`src/design/bpa_pkg.sv`:
```
package bpa_pkg;

   localparam logic [1:0] ACT_ALLOC = 2'd0;
   localparam logic [1:0] ACT_FREE  = 2'd1;
   localparam logic [1:0] ACT_ADD   = 2'd2;
   localparam logic [1:0] ACT_UNDEF = 2'd3;

   localparam logic [1:0] ST_DONE    = 2'd0;
   localparam logic [1:0] ST_NOSPACE = 2'd1;
   localparam logic [1:0] ST_RANGE   = 2'd2;

   typedef struct packed {
      logic clr_step;
      logic load_req;
      logic set_k;
      logic free_clear;
      logic k_inc;
      logic pop;
      logic take_top;
      logic split_push;
      logic head_read;
      logic scan_init;
      logic scan_read;
      logic scan_dec;
      logic shift_init;
      logic shift_read;
      logic shift_write;
      logic merge;
      logic push_final;
      logic res_fail;
      logic res_range;
      logic res_alloc;
      logic out_load;
   } cmd_type;

   typedef struct packed {
      logic       clr_last;
      logic       invalid;
      logic [1:0] action;
      logic       k_top;
      logic       fill_nz;
      logic       h_gt;
      logic       stop_merge;
      logic       head_match;
      logic       i_zero;
      logic       match;
      logic       shift_more;
      logic       out_free;
   } status_type;

endpackage

```
`src/design/bpa_ctrl.sv`:
```
module bpa_ctrl (
   input  logic                clock,
   input  logic                reset,
   input  logic                in_valid,
   output logic                in_ready,
   input  bpa_pkg::status_type st,
   output bpa_pkg::cmd_type    cmd
);

   typedef enum logic [13:0] {
      S_CLEAR   = 14'b00000000000001,
      S_IDLE    = 14'b00000000000010,
      S_DECODE  = 14'b00000000000100,
      S_SEARCH  = 14'b00000000001000,
      S_POPWAIT = 14'b00000000010000,
      S_SPLIT   = 14'b00000000100000,
      S_MCHK    = 14'b00000001000000,
      S_MHEAD   = 14'b00000010000000,
      S_SCAN    = 14'b00000100000000,
      S_SCANCHK = 14'b00001000000000,
      S_SHIFT   = 14'b00010000000000,
      S_SHWR    = 14'b00100000000000,
      S_FPUSH   = 14'b01000000000000,
      S_RESULT  = 14'b10000000000000
   } state_type;

   state_type state_ff, state_in;

   always_ff @(posedge clock) begin
      if (reset) begin
         state_ff <= S_CLEAR;
      end else begin
         state_ff <= state_in;
      end
   end

   always_comb begin
      state_in = state_ff;
      cmd      = '0;
      in_ready = 1'b0;
      case (state_ff)
         S_CLEAR: begin
            cmd.clr_step = 1'b1;
            if (st.clr_last) state_in = S_IDLE;
         end
         S_IDLE: begin
            in_ready = 1'b1;
            if (in_valid) begin
               cmd.load_req = 1'b1;
               state_in     = S_DECODE;
            end
         end
         S_DECODE: begin
            if (st.invalid) begin
               cmd.res_range = 1'b1;
               state_in      = S_RESULT;
            end else begin
               cmd.set_k = 1'b1;
               case (st.action)
                  bpa_pkg::ACT_ALLOC: state_in = S_SEARCH;
                  bpa_pkg::ACT_FREE: begin
                     cmd.free_clear = 1'b1;
                     state_in       = S_MCHK;
                  end
                  default: state_in = S_FPUSH;
               endcase
            end
         end
         S_SEARCH: begin
            if (st.k_top) begin
               cmd.res_fail = 1'b1;
               state_in     = S_RESULT;
            end else if (st.fill_nz) begin
               cmd.pop  = 1'b1;
               state_in = S_POPWAIT;
            end else begin
               cmd.k_inc = 1'b1;
            end
         end
         S_POPWAIT: begin
            cmd.take_top = 1'b1;
            state_in     = S_SPLIT;
         end
         S_SPLIT: begin
            if (st.h_gt) begin
               cmd.split_push = 1'b1;
            end else begin
               cmd.res_alloc = 1'b1;
               state_in      = S_RESULT;
            end
         end
         S_MCHK: begin
            if (st.stop_merge) begin
               state_in = S_FPUSH;
            end else begin
               cmd.head_read = 1'b1;
               state_in      = S_MHEAD;
            end
         end
         S_MHEAD: begin
            if (st.head_match) begin
               cmd.scan_init = 1'b1;
               state_in      = S_SCAN;
            end else begin
               state_in = S_FPUSH;
            end
         end
         S_SCAN: begin
            if (st.i_zero) begin
               state_in = S_FPUSH;
            end else begin
               cmd.scan_read = 1'b1;
               state_in      = S_SCANCHK;
            end
         end
         S_SCANCHK: begin
            if (st.match) begin
               cmd.shift_init = 1'b1;
               state_in       = S_SHIFT;
            end else begin
               cmd.scan_dec = 1'b1;
               state_in     = S_SCAN;
            end
         end
         S_SHIFT: begin
            if (st.shift_more) begin
               cmd.shift_read = 1'b1;
               state_in       = S_SHWR;
            end else begin
               cmd.merge = 1'b1;
               state_in  = S_MCHK;
            end
         end
         S_SHWR: begin
            cmd.shift_write = 1'b1;
            state_in        = S_SHIFT;
         end
         S_FPUSH: begin
            cmd.push_final = 1'b1;
            state_in       = S_RESULT;
         end
         S_RESULT: begin
            if (st.out_free) begin
               cmd.out_load = 1'b1;
               state_in     = S_IDLE;
            end
         end
         default: state_in = S_CLEAR;
      endcase
   end

endmodule

```
`config.mk`:
```
export PLATFORM = sky130hd
export DESIGN_NAME = bpa_ctrl
export DESIGN_NICKNAME = d
export VERILOG_FILES = /design/src/design/bpa_pkg.sv /design/src/design/bpa_ctrl.sv
export SDC_FILE = /design/constraint.sdc
export NUM_CORES = 1
export LEC_CHECK = 0
export CAP_MARGIN = 20
export CORE_MARGIN = 2
export CORE_UTILIZATION = 28
export CTS_CLUSTER_DIAMETER = 150
export DETAILED_ROUTE_END_ITERATION = 7
export DONT_BUFFER_PORTS = 1
export SLEW_MARGIN = 30
export SYNTH_ARGS = -nofsm -noshare
export SYNTH_HDL_FRONTEND = slang
export SYNTH_SLANG_ARGS = --single-unit
export TNS_END_PERCENT = 30
```
`constraint.sdc`:
```
create_clock -name clock -period 2.51 [get_ports clock]
set_input_delay 0.502 -clock clock [delete_from_list [all_inputs] [get_ports clock]]
set_output_delay 0.502 -clock clock [all_outputs]
set_load 0.02 [all_outputs]
```
==> impl_results.md <==
* Status: finished clean
* Static Leak at 0.486 nW
* Worst vdd ir at 0.238 mV
* Drt wl/cell at 15.7 µm
* Detailed Route WL at 3030 µm
* Final instance area at 1280 µm²
* RSZ-0062 raised after global routing: yes
* Yosys Warn Count at 0
* CTS tree: done
* Final Max Slew Viols at 0
* DP Area at 1210 µm²
* Setup crit end kind: primary output
* Seq/Total Area, Yosys at 0.259
* Post-synth EDFFs at 0
* Post-layout minimum cycle time at 2.43 ns
* Mapped Cells at 133
* Starting density of the core at 0.293
* Routability cong. at 0.842
* Post-layout nets at 163
* Final clock period utilization by the worst path at 0.969
* Top reg by flops: state_ff
* Synth async-reset ratio at 0
* Final HPWL DP at 2390 µm
* Syn Area/Cell at 8.14 µm²
* DIE AREA at 4380 µm²
* Worst hold stages at 1
* ANT cells at 0
* Syn Nets at 149
* Total track usage at 0.149
* Hold Path Sink: state_ff[12]$_SDFFE_PP0P_
* Synth cell types at 45
* Cell area after synthesis at 1080 µm²
* DRC at 0
* CP Class: reg2out
* Worst R2R End: state_ff[12]$_SDFFE_PP0P_
* Grt ovf at 0
* Pre-antenna DRT Iters at 4
* Pin count of the biggest net entering global routing at 13
* Worst reg2reg path depth at 6
* CTS Buf Count at 3
* First-pass GRT wire length at 4930 µm
* Site Rows at 22
* Setup ws final at 0.0786 ns
* Top Registers: state_ff (14)
* Min-delay src: reset
* Setup TNS at 0 ns
* Clock Latency Late Sink at 0.25 ns
* PwrDens at 504 nW/µm²
* I/O pins at 38
* Clock Tree Buf Depth at 2
* Clock skew at 0.00512 ns
* Ys flop type: dfxtp_1
* Critical Path Fanout Max at 8
* Minimum hold slack at 0.311 ns
* Area of the multi-input gates at 764 µm²
* Area occupied by registers at 280 µm²
* Worst-path clk slew at 0.06 ns
* Largest register FFs at 14
* Worst-Margin Slew at 0.420 ns
* CP Data Required Time at 2.01 ns
* Core area at 3690 µm²
* Die height at 66.2 µm
* Critical R2R Launch: state_ff[4]$_SDFFE_PP0P_
* Vias in the first global route at 1054
* Worst hold-check path type: in2reg
* # clock sinks at 14
* Fillcell total at 405
* Finish-stage setup viols at 0
* Hold buffers post-CTS at 0
* Final ANT Viol Nets at 0
* Seq cells post-synth at 14
* CTS root buf: clkbuf_8
* Via Count at 1081
* Reg2Reg Setup Slack at 0.65 ns
* Ratio of cells with drive above 1 in the final layout at 0.228
* Die width at 66.2 µm
* Worst slew margin at 0.716
* Post-place setup slack at 0.312 ns
* Initial antenna violation count at 0
* WP data arrival at 1.93 ns
* Max H-tree Level at 1
* Startpoint types: register
* PortBufs at 0
* Hold violation total from the final report at 0
* Number of vias per cell at 5.60
* Drt initial violations at 40
* Max-cap violations at 0
* Area grow syn2layout at 18.0%
* Dpl cells at 188
* F_max at 411 MHz
* Fin cells at 193
-- layout by cell type (no fill, tap or decap), drive strengths merged, types with 3 or more instances in the layout --
| master | instances |
|---|---|
| a31oi | 3 |
| nand4b | 4 |
| o21ai | 7 |
| nor3b | 3 |
| nand2 | 4 |
| clkbuf | 3 |
| nand3b | 6 |
| dfxtp | 14 |
| and3 | 5 |
| buf | 14 |
| or3 | 3 |
| nand3 | 5 |
| nor4 | 7 |
| nand2b | 3 |
| inv | 7 |
| a21oi | 5 |
| nor3 | 8 |
| nor2 | 18 |
| nor4b | 4 |
| and2 | 3 |
-- cell usage after synthesis (all sizes together), types with 4 or more instances --
cell	instances	area (µm²)
and3	5	31.3
nor4	7	104
nor3	8	40.0
o21ai	7	42.5
nand3b	6	45.0
a21oi	5	28.8
nand4b	4	35.0
nor2	18	67.6
nand3	5	30.0
nand2	4	15.0
dfxtp	14	280
nor4b	4	35.0
inv	7	26.3
-- power breakdown --
part / internal [mW] / total [mW] / switching, mW
logic: 0.0832 / 0.206 / 0.123
clock network: 0.106 / 0.183 / 0.0769
registers: 0.234 / 0.255 / 0.0209
-- cell type report --
type                       count  share of cell area
clock buffer                   3              0.0323
inverter                       7              0.0206
multi-input combinational    107               0.598
sequential                    14               0.219
tap                           48              0.0470
timing repair buffer          14              0.0823
-- critical path: stages (launching register included) --
cell     delay (ns)
dfxtp_1        0.40
nor4_4         0.43
nand3_2        0.25
nor4_4         0.29
and3_1         0.31
-- how the worst max path moves through the flow --
stage,startpoint,end,slack [ns],cells after the start
after floorplan,state_ff[13]$_SDFFE_PP0P_,cmd[1],0.21,4
after detailed placement,state_ff[4]$_SDFFE_PP0P_,cmd[16],0.31,4
after global placement,state_ff[4]$_SDFFE_PP0P_,cmd[16],0.36,4
after global routing,state_ff[4]$_SDFFE_PP0P_,cmd[17],-0.02,4
after CTS,state_ff[4]$_SDFFE_PP0P_,cmd[16],0.04,4
final,state_ff[4]$_SDFFE_PP0P_,cmd[17],0.08,4
-- routing by layer --
layer | wire length, µm | GRT usage | part of all wire
met1 | 1280 | 0.176 | 0.42
met2 | 1450 | 0.236 | 0.48
met3 | 198 | 0.0324 | 0.065
met4 | 95 | 0.105 | 0.031
met5 | 0 | 0 | 0
-- logic make-up (layout without fill, tap and decap cells) --
group,Yosys count,in the layout,share of synthesized area
DFF,14,14,0.259
and+or+nand+nor,81,81,0.513
xor gates and xnor gates,3,3,0.0243
buffers and inverters,12,24,0.0462
AOI/OAI and AO/OA,23,23,0.157
-- stage by stage --
stage	util	total power [mW]
3_3_place_gp	0.328	0.445
3_5_place_dp	0.328	0.449
5_1_grt	0.346	0.678
6_report	0.346	0.644
2_1_floorplan	-	0.413
4_1_cts	0.339	0.631
-- timing repair --
action,CTS,global route
endpoints found under the setup margin,0,7
buffers inserted,0,2
endpoints found under the hold margin,0,0
gates resized for setup,0,2
No activity file was read; power rests on OpenSTA's default activity.
